<file path="src/design/booke_ee_pkg.sv">
package booke_ee_pkg;

   // Request operations.
   localparam logic OP_RAISE = 1'b0;
   localparam logic OP_WRITE = 1'b1;

   // Exception kinds that have a handler.
   localparam logic [3:0] KIND_CRITICAL = 4'd0;
   localparam logic [3:0] KIND_MCHECK   = 4'd1;
   localparam logic [3:0] KIND_DSTORAGE = 4'd2;
   localparam logic [3:0] KIND_EXTERNAL = 4'd4;
   localparam logic [3:0] KIND_SYSCALL  = 4'd8;
   localparam logic [3:0] KIND_DECR     = 4'd10;
   localparam logic [3:0] KIND_DTLB     = 4'd13;
   localparam logic [3:0] KIND_ITLB     = 4'd14;

   // Configuration register indexes.
   localparam logic [1:0] CSR_VECTOR_PREFIX = 2'd0;
   localparam logic [1:0] CSR_TLB_SELECT    = 2'd1;
   localparam logic [1:0] CSR_PAGE_SIZE     = 2'd2;
   localparam logic [1:0] CSR_PROCESS_ID    = 2'd3;

   localparam int CSR_INDEX_WIDTH = 2;
   localparam int CSR_DATA_WIDTH  = 16;

   localparam logic [31:0] MSR_KEEP_MASK   = 32'h0002_1200;
   localparam logic [31:0] MSR_SYSCALL_CLR = 32'h0002_E930;
   localparam logic [31:0] ESR_DATA_STORE  = 32'h0080_0000;
   localparam logic [31:0] TLBSEL_BIT      = 32'h1000_0000;
   localparam logic [31:0] EPN_MASK        = 32'hFFFF_F000;
   localparam logic [31:0] MAS3_KEEP_MASK  = 32'h0000_0C00;
   localparam logic [15:0] OFFSET_MASK     = 16'hFFF0;

   typedef struct packed {
      logic        opcode;
      logic [3:0]  exception_kind;
      logic        is_write_access;
      logic [31:0] fault_address;
      logic [31:0] current_pc;
      logic [31:0] next_pc;
      logic [31:0] current_msr;
      logic [1:0]  victim_hint;
      logic [15:0] offset_value;
   } req_item_type;

   typedef struct packed {
      logic [31:0] handler_pc;
      logic [31:0] saved_pc;
      logic [31:0] new_msr;
      logic [31:0] syndrome;
      logic [31:0] saved_fault_address;
      logic [31:0] assist_word0;
      logic [31:0] assist_word1;
      logic [31:0] assist_word2;
      logic [31:0] assist_word3;
      logic [31:0] assist_word6;
      logic        decrementer_status;
      logic        unimplemented;
   } rsp_item_type;

   typedef struct packed {
      logic [15:0] vector_prefix;
      logic        tlb_select_default;
      logic [3:0]  page_size_default;
      logic [7:0]  process_id;
   } cfg_type;

endpackage

</file>
<file path="src/design/booke_ee_vec_table.sv">
module booke_ee_vec_table #(
   parameter int DEPTH = 16,
   parameter int AW    = $clog2(DEPTH)
) (
   input  logic          clock,
   input  logic          wr_en,
   input  logic [AW-1:0] wr_addr,
   input  logic [15:0]   wr_data,
   input  logic          rd_en,
   input  logic [AW-1:0] rd_addr,
   output logic [15:0]   rd_data
);

   logic [15:0] mem [DEPTH];
   logic [15:0] rd_data_ff;

   always_ff @(posedge clock) begin
      if (wr_en) begin
         mem[wr_addr] <= wr_data;
      end
   end

   always_ff @(posedge clock) begin
      if (rd_en) begin
         rd_data_ff <= mem[rd_addr];
      end
   end

   assign rd_data = rd_data_ff;

endmodule

</file>
<file path="src/design/booke_ee_entry.sv">
module booke_ee_entry
   import booke_ee_pkg::*;
(
   input  logic         clock,
   input  logic         reset,
   input  logic         step_en,
   input  req_item_type item,
   input  logic [15:0]  vec_offset,
   input  cfg_type      cfg,
   output rsp_item_type result
);

   logic [31:0] save_pc_ff, save_pc_in;
   logic [31:0] save_msr_ff, save_msr_in;
   logic [31:0] syndrome_ff, syndrome_in;
   logic [31:0] fault_addr_ff, fault_addr_in;
   logic        decr_ff, decr_in;
   logic [31:0] aw0_ff, aw0_in;
   logic [31:0] aw1_ff, aw1_in;
   logic [31:0] aw2_ff, aw2_in;
   logic [31:0] aw3_ff, aw3_in;
   logic [31:0] aw6_ff, aw6_in;

   logic [31:0] tlb_aw0, tlb_aw1, tlb_aw2, tlb_aw3, tlb_aw6;
   logic [31:0] new_msr;
   logic        taken;
   logic        unimpl;
   logic        tlb_miss;

   // Assist words as a TLB miss leaves them.
   always_comb begin
      tlb_aw0 = ({3'b000, cfg.tlb_select_default, 28'd0}) | (aw0_ff & ~TLBSEL_BIT);
      if (!cfg.tlb_select_default) begin
         tlb_aw0 = {tlb_aw0[31:20], item.victim_hint, 2'b00, tlb_aw0[15:2],
                    ~item.victim_hint};
      end
      tlb_aw3 = aw3_ff & MAS3_KEEP_MASK;
      tlb_aw2 = (item.fault_address & EPN_MASK) | (aw2_ff & ~EPN_MASK);
      tlb_aw1 = {aw1_ff[31:24], cfg.process_id, aw1_ff[15:12], cfg.page_size_default,
                 aw1_ff[7:0]};
      tlb_aw6 = {aw6_ff[31:24], cfg.process_id, aw6_ff[15:0]};
   end

   always_comb begin
      save_pc_in    = save_pc_ff;
      save_msr_in   = save_msr_ff;
      syndrome_in   = syndrome_ff;
      fault_addr_in = fault_addr_ff;
      decr_in       = decr_ff;
      new_msr       = item.current_msr;
      taken         = 1'b0;
      unimpl        = 1'b0;
      tlb_miss      = 1'b0;
      if (item.opcode == OP_RAISE) begin
         taken = 1'b1;
         unique case (item.exception_kind)
            KIND_CRITICAL, KIND_MCHECK, KIND_DSTORAGE: begin
               save_pc_in    = item.next_pc;
               save_msr_in   = item.current_msr;
               syndrome_in   = ESR_DATA_STORE;
               fault_addr_in = item.fault_address;
               new_msr       = item.current_msr & MSR_KEEP_MASK;
            end
            KIND_EXTERNAL: begin
               save_pc_in  = item.next_pc;
               save_msr_in = item.current_msr;
               new_msr     = item.current_msr & MSR_KEEP_MASK;
            end
            KIND_SYSCALL: begin
               save_pc_in  = item.next_pc;
               save_msr_in = item.current_msr;
               new_msr     = item.current_msr & ~MSR_SYSCALL_CLR;
            end
            KIND_DECR: begin
               save_pc_in  = item.next_pc;
               save_msr_in = item.current_msr;
               new_msr     = item.current_msr & MSR_KEEP_MASK;
               decr_in     = 1'b1;
            end
            KIND_DTLB: begin
               save_pc_in    = item.current_pc;
               save_msr_in   = item.current_msr;
               fault_addr_in = item.fault_address;
               new_msr       = item.current_msr & MSR_KEEP_MASK;
               tlb_miss      = 1'b1;
               syndrome_in   = item.is_write_access ? ESR_DATA_STORE : 32'd0;
            end
            KIND_ITLB: begin
               save_pc_in  = item.current_pc;
               save_msr_in = item.current_msr;
               new_msr     = item.current_msr & MSR_KEEP_MASK;
               tlb_miss    = 1'b1;
            end
            default: begin
               taken  = 1'b0;
               unimpl = 1'b1;
            end
         endcase
      end
      aw0_in = tlb_miss ? tlb_aw0 : aw0_ff;
      aw1_in = tlb_miss ? tlb_aw1 : aw1_ff;
      aw2_in = tlb_miss ? tlb_aw2 : aw2_ff;
      aw3_in = tlb_miss ? tlb_aw3 : aw3_ff;
      aw6_in = tlb_miss ? tlb_aw6 : aw6_ff;
   end

   always_ff @(posedge clock) begin
      if (reset) begin
         save_pc_ff    <= '0;
         save_msr_ff   <= '0;
         syndrome_ff   <= '0;
         fault_addr_ff <= '0;
         decr_ff       <= 1'b0;
         aw0_ff        <= '0;
         aw1_ff        <= '0;
         aw2_ff        <= '0;
         aw3_ff        <= '0;
         aw6_ff        <= '0;
      end else if (step_en) begin
         save_pc_ff    <= save_pc_in;
         save_msr_ff   <= save_msr_in;
         syndrome_ff   <= syndrome_in;
         fault_addr_ff <= fault_addr_in;
         decr_ff       <= decr_in;
         aw0_ff        <= aw0_in;
         aw1_ff        <= aw1_in;
         aw2_ff        <= aw2_in;
         aw3_ff        <= aw3_in;
         aw6_ff        <= aw6_in;
      end
   end

   // The result shows the state as this request leaves it.
   always_comb begin
      result.handler_pc          = taken ? {cfg.vector_prefix, vec_offset & OFFSET_MASK}
                                         : 32'd0;
      result.saved_pc            = save_pc_in;
      result.new_msr             = new_msr;
      result.syndrome            = syndrome_in;
      result.saved_fault_address = fault_addr_in;
      result.assist_word0        = aw0_in;
      result.assist_word1        = aw1_in;
      result.assist_word2        = aw2_in;
      result.assist_word3        = aw3_in;
      result.assist_word6        = aw6_in;
      result.decrementer_status  = decr_in;
      result.unimplemented       = unimpl;
   end

   // The saved machine state word is kept although no result shows it.
   logic msr_unused;
   assign msr_unused = ^save_msr_ff;

endmodule

</file>
<file path="src/design/booke_exception_entry_core.sv">
// Exception entry unit of an embedded core.
// Requests arrive on the req_ stream: tuser carries the operation (raise an
// exception or write one vector offset entry), tdata the exception kind and
// the context of the faulting instruction. Every request gives exactly one
// result on the rsp_ stream, in request order.
// A request is held in the input register, where the vector offset
// table is read, and then passes through the entry logic into the output
// register, which presents the result on the rsp_ stream.
// One request is taken every cycle unless the receiver stalls; the limit
// is the single read port of the offset table, read as each request is taken.
// When the receiver stalls, the result holds in the output register and one
// more request may wait in the input register; req_tready falls only when
// both are full.
// Reset clears the saved state, assist words and configuration registers.
// The offset table is not cleared: each entry must be written before its
// kind is raised. The user must write configuration through the csr_ port
// only while the block is idle; the block itself does not enforce this.
module booke_exception_entry_core
   import booke_ee_pkg::*;
#(
   parameter int NUM_VECTORS = 16
) (
   input  logic                       clock,
   input  logic                       reset,
   input  logic                       req_tvalid,
   output logic                       req_tready,
   // exception_kind[3:0], is_write_access[4], fault_address[36:5],
   // current_pc[68:37], next_pc[100:69], current_msr[132:101],
   // victim_hint[134:133], offset_value[150:135], zero pad[151]
   input  logic [151:0]               req_tdata,
   // opcode[0]
   input  logic                       req_tuser,
   output logic                       rsp_tvalid,
   input  logic                       rsp_tready,
   // handler_pc[31:0], saved_pc[63:32], new_msr[95:64], syndrome[127:96],
   // saved_fault_address[159:128], assist_word0[191:160],
   // assist_word1[223:192], assist_word2[255:224], assist_word3[287:256],
   // assist_word6[319:288], decrementer_status[320], zero pad[327:321]
   output logic [327:0]               rsp_tdata,
   // unimplemented[0]
   output logic                       rsp_tuser,
   input  logic                       csr_we,
   input  logic [CSR_INDEX_WIDTH-1:0] csr_index,
   input  logic [CSR_DATA_WIDTH-1:0]  csr_wdata
);

   localparam int VEC_AW = $clog2(NUM_VECTORS);

   req_item_type req_item;
   req_item_type s1_item_ff;
   logic         s1_valid_ff, s1_valid_in;
   rsp_item_type rsp_item_ff;
   rsp_item_type entry_result;
   logic         rsp_valid_ff, rsp_valid_in;
   cfg_type      cfg_ff, cfg_in;
   logic [15:0]  vec_offset;
   logic         out_free;
   logic         advance;
   logic         req_fire;

   assign req_item.opcode          = req_tuser;
   assign req_item.exception_kind  = req_tdata[3:0];
   assign req_item.is_write_access = req_tdata[4];
   assign req_item.fault_address   = req_tdata[36:5];
   assign req_item.current_pc      = req_tdata[68:37];
   assign req_item.next_pc         = req_tdata[100:69];
   assign req_item.current_msr     = req_tdata[132:101];
   assign req_item.victim_hint     = req_tdata[134:133];
   assign req_item.offset_value    = req_tdata[150:135];

   assign out_free   = !rsp_valid_ff || rsp_tready;
   assign advance    = s1_valid_ff && out_free;
   assign req_tready = !s1_valid_ff || out_free;
   assign req_fire   = req_tvalid && req_tready;

   always_comb begin
      s1_valid_in = s1_valid_ff;
      if (req_fire) begin
         s1_valid_in = 1'b1;
      end else if (advance) begin
         s1_valid_in = 1'b0;
      end
      rsp_valid_in = rsp_valid_ff;
      if (advance) begin
         rsp_valid_in = 1'b1;
      end else if (rsp_tready) begin
         rsp_valid_in = 1'b0;
      end
   end

   always_comb begin
      cfg_in = cfg_ff;
      if (csr_we) begin
         unique case (csr_index)
            CSR_VECTOR_PREFIX: cfg_in.vector_prefix      = csr_wdata;
            CSR_TLB_SELECT:    cfg_in.tlb_select_default = csr_wdata[0];
            CSR_PAGE_SIZE:     cfg_in.page_size_default  = csr_wdata[3:0];
            CSR_PROCESS_ID:    cfg_in.process_id         = csr_wdata[7:0];
            default:           cfg_in = cfg_ff;
         endcase
      end
   end

   always_ff @(posedge clock) begin
      if (reset) begin
         s1_valid_ff  <= 1'b0;
         rsp_valid_ff <= 1'b0;
         cfg_ff       <= '0;
      end else begin
         s1_valid_ff  <= s1_valid_in;
         rsp_valid_ff <= rsp_valid_in;
         cfg_ff       <= cfg_in;
      end
   end

   always_ff @(posedge clock) begin
      if (req_fire) begin
         s1_item_ff <= req_item;
      end
      if (advance) begin
         rsp_item_ff <= entry_result;
      end
   end

   // Offset writes go in at acceptance, so a later request always reads them.
   booke_ee_vec_table #(
      .DEPTH (NUM_VECTORS)
   ) u_vec_table (
      .clock   (clock),
      .wr_en   (req_fire && (req_item.opcode == OP_WRITE)),
      .wr_addr (VEC_AW'(req_item.exception_kind)),
      .wr_data (req_item.offset_value),
      .rd_en   (req_fire),
      .rd_addr (VEC_AW'(req_item.exception_kind)),
      .rd_data (vec_offset)
   );

   booke_ee_entry u_entry (
      .clock      (clock),
      .reset      (reset),
      .step_en    (advance),
      .item       (s1_item_ff),
      .vec_offset (vec_offset),
      .cfg        (cfg_ff),
      .result     (entry_result)
   );

   assign rsp_tvalid = rsp_valid_ff;
   assign rsp_tuser  = rsp_item_ff.unimplemented;
   assign rsp_tdata  = {7'd0,
                        rsp_item_ff.decrementer_status,
                        rsp_item_ff.assist_word6,
                        rsp_item_ff.assist_word3,
                        rsp_item_ff.assist_word2,
                        rsp_item_ff.assist_word1,
                        rsp_item_ff.assist_word0,
                        rsp_item_ff.saved_fault_address,
                        rsp_item_ff.syndrome,
                        rsp_item_ff.new_msr,
                        rsp_item_ff.saved_pc,
                        rsp_item_ff.handler_pc};

endmodule
</file>
<file path="config.mk">
export PLATFORM = sky130hd
export DESIGN_NAME = booke_exception_entry_core
export DESIGN_NICKNAME = d
export VERILOG_FILES = /design/src/design/booke_ee_pkg.sv /design/src/design/booke_ee_vec_table.sv /design/src/design/booke_ee_entry.sv /design/src/design/booke_exception_entry_core.sv
export SDC_FILE = /design/constraint.sdc
export NUM_CORES = 1
export LEC_CHECK = 0
export BUFFER_PORTS_ARGS = -buffer_cell sky130_fd_sc_hd__clkbuf_2
export CORE_MARGIN = 4
export CORE_UTILIZATION = 45
export DETAILED_ROUTE_END_ITERATION = 10
export GPL_TIMING_DRIVEN = 0
export PLACE_DENSITY = 0.77
export SYNTH_ARGS = -nofsm -noshare
export SYNTH_HDL_FRONTEND = slang
export SYNTH_SLANG_ARGS = --single-unit
</file>
<file path="constraint.sdc">
create_clock -name clock -period 34.9 [get_ports clock]
set_clock_uncertainty 0.15 [all_clocks]
set_input_delay 5.235 -clock clock [delete_from_list [all_inputs] [get_ports clock]]
set_output_delay 5.235 -clock clock [all_outputs]
set_load 0.01 [all_outputs]
</file>
==> results.ini, run 1 <==
[worst_setup_path]
arrival_ns = 6.02
start_kind = input port
cpMostUsedCell = clkbuf_2
worstPathRequired_ns = 29.51
crit_type = in -> out
crit_fanout = 4
slowest_stage = nand3b_1
rr_worst_depth = 8
ff2ff_setup_slack_ns = 31.58
max_stage_delay_ns = 0.42
cp-startpoint = rsp_tready
path_cells = clkbuf_2 > nand3b_1 > clkbuf_2
reg2reg_to = u_vec_table.mem[1][11]
r2r-start = rsp_tvalid
end_kind = primary output

[sta]
max_freq_mhz = 87.7
worstMarginPinSlew_ns = 1.31
hold_violations = 0
setup_violations = 0
min_period_ns = 11.40
finalCritPeriodShare = 0.327
final.setup.tns_ns = 0
grt_setup_unrepaired = no
finalMaxSlewViolations = 0
hold_slack_ns = 0.271
relSlewSlack = 0.124

[finish]
fin_nets = 2668
drive_gt1_frac = 0.314
nFillCells = 4833
area_growth_pct = 23.7
fin_area_sq_um = 35300

[routing]
ant_nets = 0
vias = 17409
drt_iter0_drc = 1393
drc = 0
routedWlPerCell_um = 20.7
dr.pass1.iters = 5
viasPerCell = 5.11
drt_wl_total_um = 70600

[cts]
cts_tree = yes
cts.reportedPaths.clkPinSlew_ns = 0.05
clk_latency_ns = 0.62
post-cts-setup-buffer-count = 0
ctsResizeCount = 0
cts_buffers = 80
cts-htree-levels = 3
cts.sinks = 780
cts_root_buf = clkbuf_16
cts.hold.buffers_added = 0
cts_buffer_depth = 3

[yosys]
synth-main-ff-cell = edfxtp_1
yosysUniqueCellTypes = 50
yosys_warnings = 0
synth_edf_count = 575
syn-instance-count = 1880
synth_area_sq_um = 28600
ys_seq_area_frac = 0.748
synth_seq_cells = 780
synthArstFlopShare = 0
syn_avg_cell_area_sq_um = 15.2

[pwr]
irDropWorstVdd_v = 0.0000434
p_leak_uw = 0.0143
pwr_density_cell_nw_per_um2 = 57.0

[grt]
track_usage = 0.202
met1_usage = 0.241
grt_max_degree = 40
antenna_found_initial = 6
grt_pass1_vias = 17526
met3_usage = 0.0555
overflow = 0
grt-busiest-layer = met2
grt_pass1_wl_um = 104000
grtUsageMet2 = 0.351

[min_path]
holdCritStartpoint = s1_item_ff[30]
holdPathEnd = rsp_tdata[76]
hold_class = reg -> reg
holdPathStages = 0

[placement]
port_buffers = 407
place_congestion = 0.845
placed_area_sq_um = 32600
hpwl_um = 51200

[die]
die_area_sq_um = 67600
io_pins = 507
die-width_um = 260
initial_core_util = 0.454
die_y_um = 260
rows = 92
core_sq_um = 63000

[flow_run]
cap_viol_max_count = 0

[status]
status = finished clean

## final cells by class
| cell class | count | area (sq um) | share of cell area |
|---|---|---|---|
| Sequential cell | 780 | 21400 | 0.605 |
| Multi-Input combinational cell | 986 | 6420 | 0.182 |
| Timing Repair Buffer | 437 | 2570 | 0.0728 |
| Clock buffer | 107 | 2220 | 0.0629 |
| Buffer | 199 | 1190 | 0.0337 |
| Tap cell | 846 | 1060 | 0.0300 |
| Clock inverter | 43 | 473 | 0.0134 |
| Inverter | 8 | 30.0 | 0.000850 |
| Antenna cell | 3 | 7.51 | 0.000212 |
## worst max-delay path by stage
stage	slack [ns]	endpoint
2_1_floorplan	16.95	u_entry.save_pc_ff[10]
3_3_place_gp	9.41	u_entry.save_pc_ff[18]
3_5_place_dp	23.55	req_tready
4_1_cts	23.54	req_tready
5_1_grt	23.46	req_tready
6_report	23.50	req_tready
## per-stage QoR
stage,instances,total power [uW],util,worst slack [ns]
floorplan,1973,1120,-,16.95
global placement,3226,1170,0.509,9.41
detailed placement,3255,1170,0.518,23.55
CTS,3405,2030,0.561,23.54
global route,3408,2080,0.561,23.46
finish,3409,2020,0.561,23.50
## worst max-delay path: cells and delay by family
family                 cells  cell delay, ns
and+or+nand+nor            1            0.42
buffers and inverters      2            0.36
## power by group
part	switching (uW)	leakage [uW]	internal [uW]
Sequential	11.1	0.00717	1020
Clock	351	0.00130	511
Combinational	71.8	0.00583	46.2
Total	434	0.0143	1580
## routing by layer
layer,wire [um],up-vias,part of all wire
met4,2080,6,0.029
met2,36400,733,0.52
met1,26300,8609,0.37
met5,48,-,0.00068
met3,5810,139,0.082
li1,-,7922,-
## registers in the layout, indices dropped and copies added, names as in the netlist, 7 cells and up
signal                 count
u_entry.save_pc_ff        32
u_entry.aw3_ff            30
u_entry.fault_addr_ff     32
s1_item_ff               136
cfg_ff                    29
u_entry.aw0_ff             7
u_entry.aw6_ff             8
u_entry.aw1_ff            12
u_vec_table.rd_data       12
u_entry.aw2_ff            20
u_entry.syndrome_ff       32
u_vec_table.mem          192
rsp_tdata                234
## cell usage after synthesis (4+ instances only)
master / instances / area [sq um]
a21o_1: 32 / 240
a21oi_1: 87 / 435
a21oi_2: 13 / 114
a22o_1: 64 / 561
a22oi_1: 24 / 180
and2_1: 88 / 551
and3_1: 64 / 400
buf_1: 4 / 15.0
buf_2: 29 / 145
buf_4: 96 / 721
buf_6: 6 / 67.6
clkbuf_1: 63 / 236
dfxtp_1: 205 / 4100
edfxtp_1: 575 / 17300
inv_1: 8 / 30.0
mux2_2: 34 / 383
mux2i_1: 13 / 130
mux4_2: 48 / 1080
nand2_1: 301 / 1130
nand3_1: 7 / 35.0
nor2_1: 28 / 105
nor2b_1: 38 / 238
nor3_1: 10 / 50.1
o21ai_0: 5 / 25.0
## cells by family (layout without fill, tap and decap cells)
| kind of cell | Yosys count | in the layout | share of synthesized area |
|---|---|---|---|
| other | 1 | 97 | 0.000131 |
| AND/OR/NAND/NOR | 557 | 557 | 0.0936 |
| multiplexers | 95 | 95 | 0.0558 |
| buffers and inverters | 207 | 794 | 0.0427 |
| flip-flops | 780 | 780 | 0.748 |
| XOR/XNOR | 2 | 2 | 0.000613 |
| AO/OA/AOI/OAI | 238 | 238 | 0.0595 |
## cell usage in the layout (no fill, tap or decap), types with 6 or more instances in the layout
cell type,instances
buf_12,6
edfxtp_1,575
nand3_1,7
buf_4,101
nand2_1,301
dfxtp_1,205
a21o_1,32
a22oi_1,24
nor3_2,8
clkinv_1,12
mux4_2,48
buf_6,15
mux2_2,34
clkbuf_8,10
clkbuf_1,79
mux2i_1,13
clkbuf_2,408
bufinv_16,8
clkinvlp_4,6
a21oi_1,86
inv_1,8
nor2_1,27
and2_1,88
a22o_1,64
clkinv_2,8
and3_1,64
nor2b_1,38
buf_2,29
a21oi_2,13
conb_1,94
buf_16,10
clkbuf_16,81
Note: power is estimated with default switching activity, not from simulation.
==> inputs of run 2 (changes only) <==
Settings changed: PLACE_DENSITY 0.77 to 0.8.
Clock period 34.9 ns to 10 ns, I/O delays scaled along.
==> results.ini, run 2 (synthesized netlist as in run 1, its figures left out) <==
[finish]
fin_util = 0.557
area_growth_pct = 22.6
largest_reg_flops = 234
fin_area_sq_um = 35000
drive_gt1_frac = 0.312
final_cell_mix = edfxtp_1 (575), clkbuf_2 (408), nand2_1 (301), dfxtp_1 (205), buf_4 (101)
fin_nets = 2663
layout_commonest_cell = edfxtp_1

[routing]
routedWlPerCell_um = 20.9
vias = 17361
dr.pass1.iters = 6
drc = 0
viasPerCell = 5.11
drt_wl_total_um = 71100
ant_nets = 0
drt_iter0_drc = 1654

[sta]
setup_violations = 0
finalCritPeriodShare = 0.421
worstMarginPinSlew_ns = 1.36
hold_violations = 0
finalMaxSlewViolations = 0
final.setup.tns_ns = 0
relSlewSlack = 0.0889
setup_ws_ns = 5.79
hold_slack_ns = 0.270
max_freq_mhz = 237
min_period_ns = 4.21
grt_setup_unrepaired = no

[worst_setup_path]
cp-startpoint = req_tdata[1]
start_kind = input port
end_kind = flip-flop
arrival_ns = 4.27
crit_fanout = 12
crit_type = in -> reg
worstPathRequired_ns = 10.06
r2r-start = rsp_tvalid

[grt]
grt_pass1_vias = 17233
antenna_found_initial = 1
grt_pass1_wl_um = 104000
overflow = 0
track_usage = 0.203
grt_max_degree = 36

[cts]
cts-htree-levels = 3
cts_root_buf = clkbuf_16
post-cts-setup-buffer-count = 0
cts.hold.buffers_added = 0
ctsResizeCount = 0
cts_buffer_depth = 3
clk_latency_ns = 0.63
cts.reportedPaths.clkPinSlew_ns = 0.06
cts_tree = yes
cts_buffers = 80
cts.sinks = 780

[placement]
placed_area_sq_um = 32500
hpwl_um = 51500
pre_cts_slack_ns = 5.35
port_buffers = 407
place_congestion = 0.855

[die]
rows = 92
die_area_sq_um = 67600
initial_core_util = 0.454
core_sq_um = 63000
io_pins = 507
die-width_um = 260
die_y_um = 260

[flow_run]
cap_viol_max_count = 0

[min_path]
holdCritStartpoint = s1_item_ff[27]
hold_class = reg -> reg

[pwr]
pwr_density_cell_nw_per_um2 = 197
irDropWorstVdd_v = 0.000157
p_leak_uw = 0.0142

[status]
status = finished clean

-- run 2: changes by cell type in the layout (fill, tap and decap cells not counted), moves of 3 or more --
cell        delta
buf_16        -10
buf_12         +6
bufinv_16      -5
clkinv_2       +5
clkbuf_1       +4
clkinvlp_4     -4
clkinv_1       -3
-- run 2: final timing paths --
check / cells past startpoint / endpoint / slack [ns]
setup / recovery: 6 / u_vec_table.mem[15][13] / 5.79
hold / removal: 0 / rsp_tdata[73] / 0.27
setup reg to reg: 7 / u_vec_table.mem[1][13] / 6.78
hold reg to reg: 0 / rsp_tdata[73] / 0.27
-- run 2: report_power, final --
group          total (uW)  switching [uW]  internal, uW
Sequential           3610            39.3          3570
Clock                2900            1230          1670
Combinational         404             250           154
-- run 2: per-layer routing --
metal	routed length [um]	global-route usage	part of all wire	up-vias
met5	0	0	0	-
met4	1770	0.0597	0.025	0
met3	5650	0.0451	0.079	144
met2	37000	0.357	0.52	773
met1	26700	0.252	0.38	8549
li1	-	-	-	7895
-- run 2: worst max-delay path: stages --
cell      delay [ns]
clkbuf_2        0.15
clkbuf_1        0.29
clkbuf_1        0.57
clkbuf_1        0.56
nand2_1         0.15
nor2_1          1.05
-- run 2: cell type report --
class                      instances  area [sq um]
antenna                            1          2.50
buffer                           199          1190
clock buffer                     112          2260
clock inverter                    35           310
fill                            4832         27900
inverter                           8          30.0
multi-input combinational        986          6420
sequential                       780         21400
tap                              846          1060
timing repair buffer             432          2400
-- run 2: stage by stage --
stage / std cells / power, uW
floorplan: 1973 / 3900
global placement: 3226 / 4070
detailed placement: 3251 / 4080
CTS: 3398 / 6960
global route: 3398 / 7140
finish: 3399 / 6920
==> inputs of run 3 (changes only) <==
Settings changed: PLACE_DENSITY 0.8 to 0.77.
Clock period 10 ns to 4.19 ns, I/O delays scaled along.
==> results.ini, run 3 (synthesized netlist as in run 1, its figures left out) <==
[grt]
grt_pass1_wl_um = 104000
grtUsageMet2 = 0.359
met3_usage = 0.0409
grt_pass1_vias = 17666
met1_usage = 0.249
antenna_found_initial = 4
track_usage = 0.203
grt_max_degree = 35
grt-busiest-layer = met2
overflow = 0

[finish]
fin_area_sq_um = 35400
final_cell_mix = edfxtp_1 (575), clkbuf_2 (407), nand2_1 (301), dfxtp_1 (205), buf_4 (98)
layout_commonest_cell = edfxtp_1
nFillCells = 4880
multi_input_comb_area_sq_um = 6450
fin_nets = 2682
largest_reg_flops = 234
area_growth_pct = 23.8
drive_gt1_frac = 0.309
seq_area_sq_um = 21400

[pwr]
pwr_density_cell_nw_per_um2 = 471
power.total_uw = 16700
p_leak_uw = 0.0143
irDropWorstVdd_v = 0.000413

[die]
die-width_um = 260
initial_core_util = 0.454
die_y_um = 260
die_area_sq_um = 67600
rows = 92
io_pins = 507
core_sq_um = 63000

[routing]
vias = 17442
drc = 0
drt_wl_total_um = 70900
dr.pass1.iters = 5
drt_iter0_drc = 1645
routedWlPerCell_um = 20.7
ant_nets = 0
viasPerCell = 5.10

[sta]
setup_violations = 0
relSlewSlack = 0.148
grt_setup_unrepaired = no
hold_violations = 0
worstMarginPinSlew_ns = 1.27
finalMaxSlewViolations = 0
finalCritPeriodShare = 0.830
min_period_ns = 3.48
max_freq_mhz = 288
hold_slack_ns = 0.0318

[placement]
port_buffers = 407
place_congestion = 0.873
hpwl_um = 50600
placed_area_sq_um = 32500

[cts]
cts_buffers = 80
clk_latency_ns = 0.63
cts_buffer_depth = 3
cts_tree = yes
cts.sinks = 780
cts.reportedPaths.clkPinSlew_ns = 0.06
cts-htree-levels = 3
post-cts-setup-buffer-count = 0
cts_root_buf = clkbuf_16

[worst_setup_path]
end_kind = flip-flop
worstPathRequired_ns = 4.27
crit_type = reg -> reg
crit_fanout = 25
start_kind = flip-flop
arrival_ns = 3.56

[min_path]
hold_class = in -> reg

[status]
status = finished clean

[flow_run]
cap_viol_max_count = 0

-- run 3: worst paths after layout --
path,start,end,slack (ns),depth (start not counted)
min reg2reg,s1_item_ff[27],rsp_tdata[73],0.27,0
max,rsp_tvalid,u_vec_table.mem[1][9],0.71,6
max reg2reg,rsp_tvalid,u_vec_table.mem[1][9],0.71,6
min,req_tdata[19],s1_item_ff[128],0.03,1
-- run 3: area by class of cell --
class	instances	area share
Inverter	8	0.000849
Buffer	199	0.0339
Multi-Input combinational cell	986	0.182
Clock inverter	34	0.0104
Tap cell	846	0.0299
Sequential cell	780	0.604
Timing Repair Buffer	451	0.0745
Clock buffer	115	0.0640
Antenna cell	2	0.000141
-- run 3: worst max-delay path: stages (launching register included) --
cell and delay [ns]:
dfxtp_1 0.34, nor2b_4 0.14, clkbuf_8 0.16, a21oi_4 0.75, buf_12 0.29, nand3_1 0.35, nor4_4 0.87
-- run 3: repair_timing --
item	CTS	global route
hold buffers	24	0
resized for setup	0	0
endpoints found under the hold margin	24	0
-- run 3: per-layer routing --
| layer | wire, um | vias to the layer above | share of wire |
|---|---|---|---|
| met3 | 5250 | 130 | 0.074 |
| li1 | - | 7949 | - |
| met4 | 2030 | 4 | 0.029 |
| met2 | 37100 | 706 | 0.52 |
| met1 | 26500 | 8653 | 0.37 |
| met5 | 27 | - | 0.00038 |
-- run 3: power breakdown --
group / internal, uW / leakage (uW) / switching [uW]
combinational: 387 / 0.00587 / 605
sequential: 8530 / 0.00717 / 89.3
clock: 4110 / 0.00129 / 2950
total: 13000 / 0.0143 / 3640
-- run 3: stage by stage --
stage,setup TNS [ns],setup WS [ns],instances,util
detailed placement,0,0.238,3246,0.516
CTS,0,0.601,3419,0.562
global placement,-1013.70,-4.54,3226,0.510
floorplan,-263.73,-1.62,1973,-
global route,0,0.492,3420,0.562
finish,0,0.712,3421,0.562
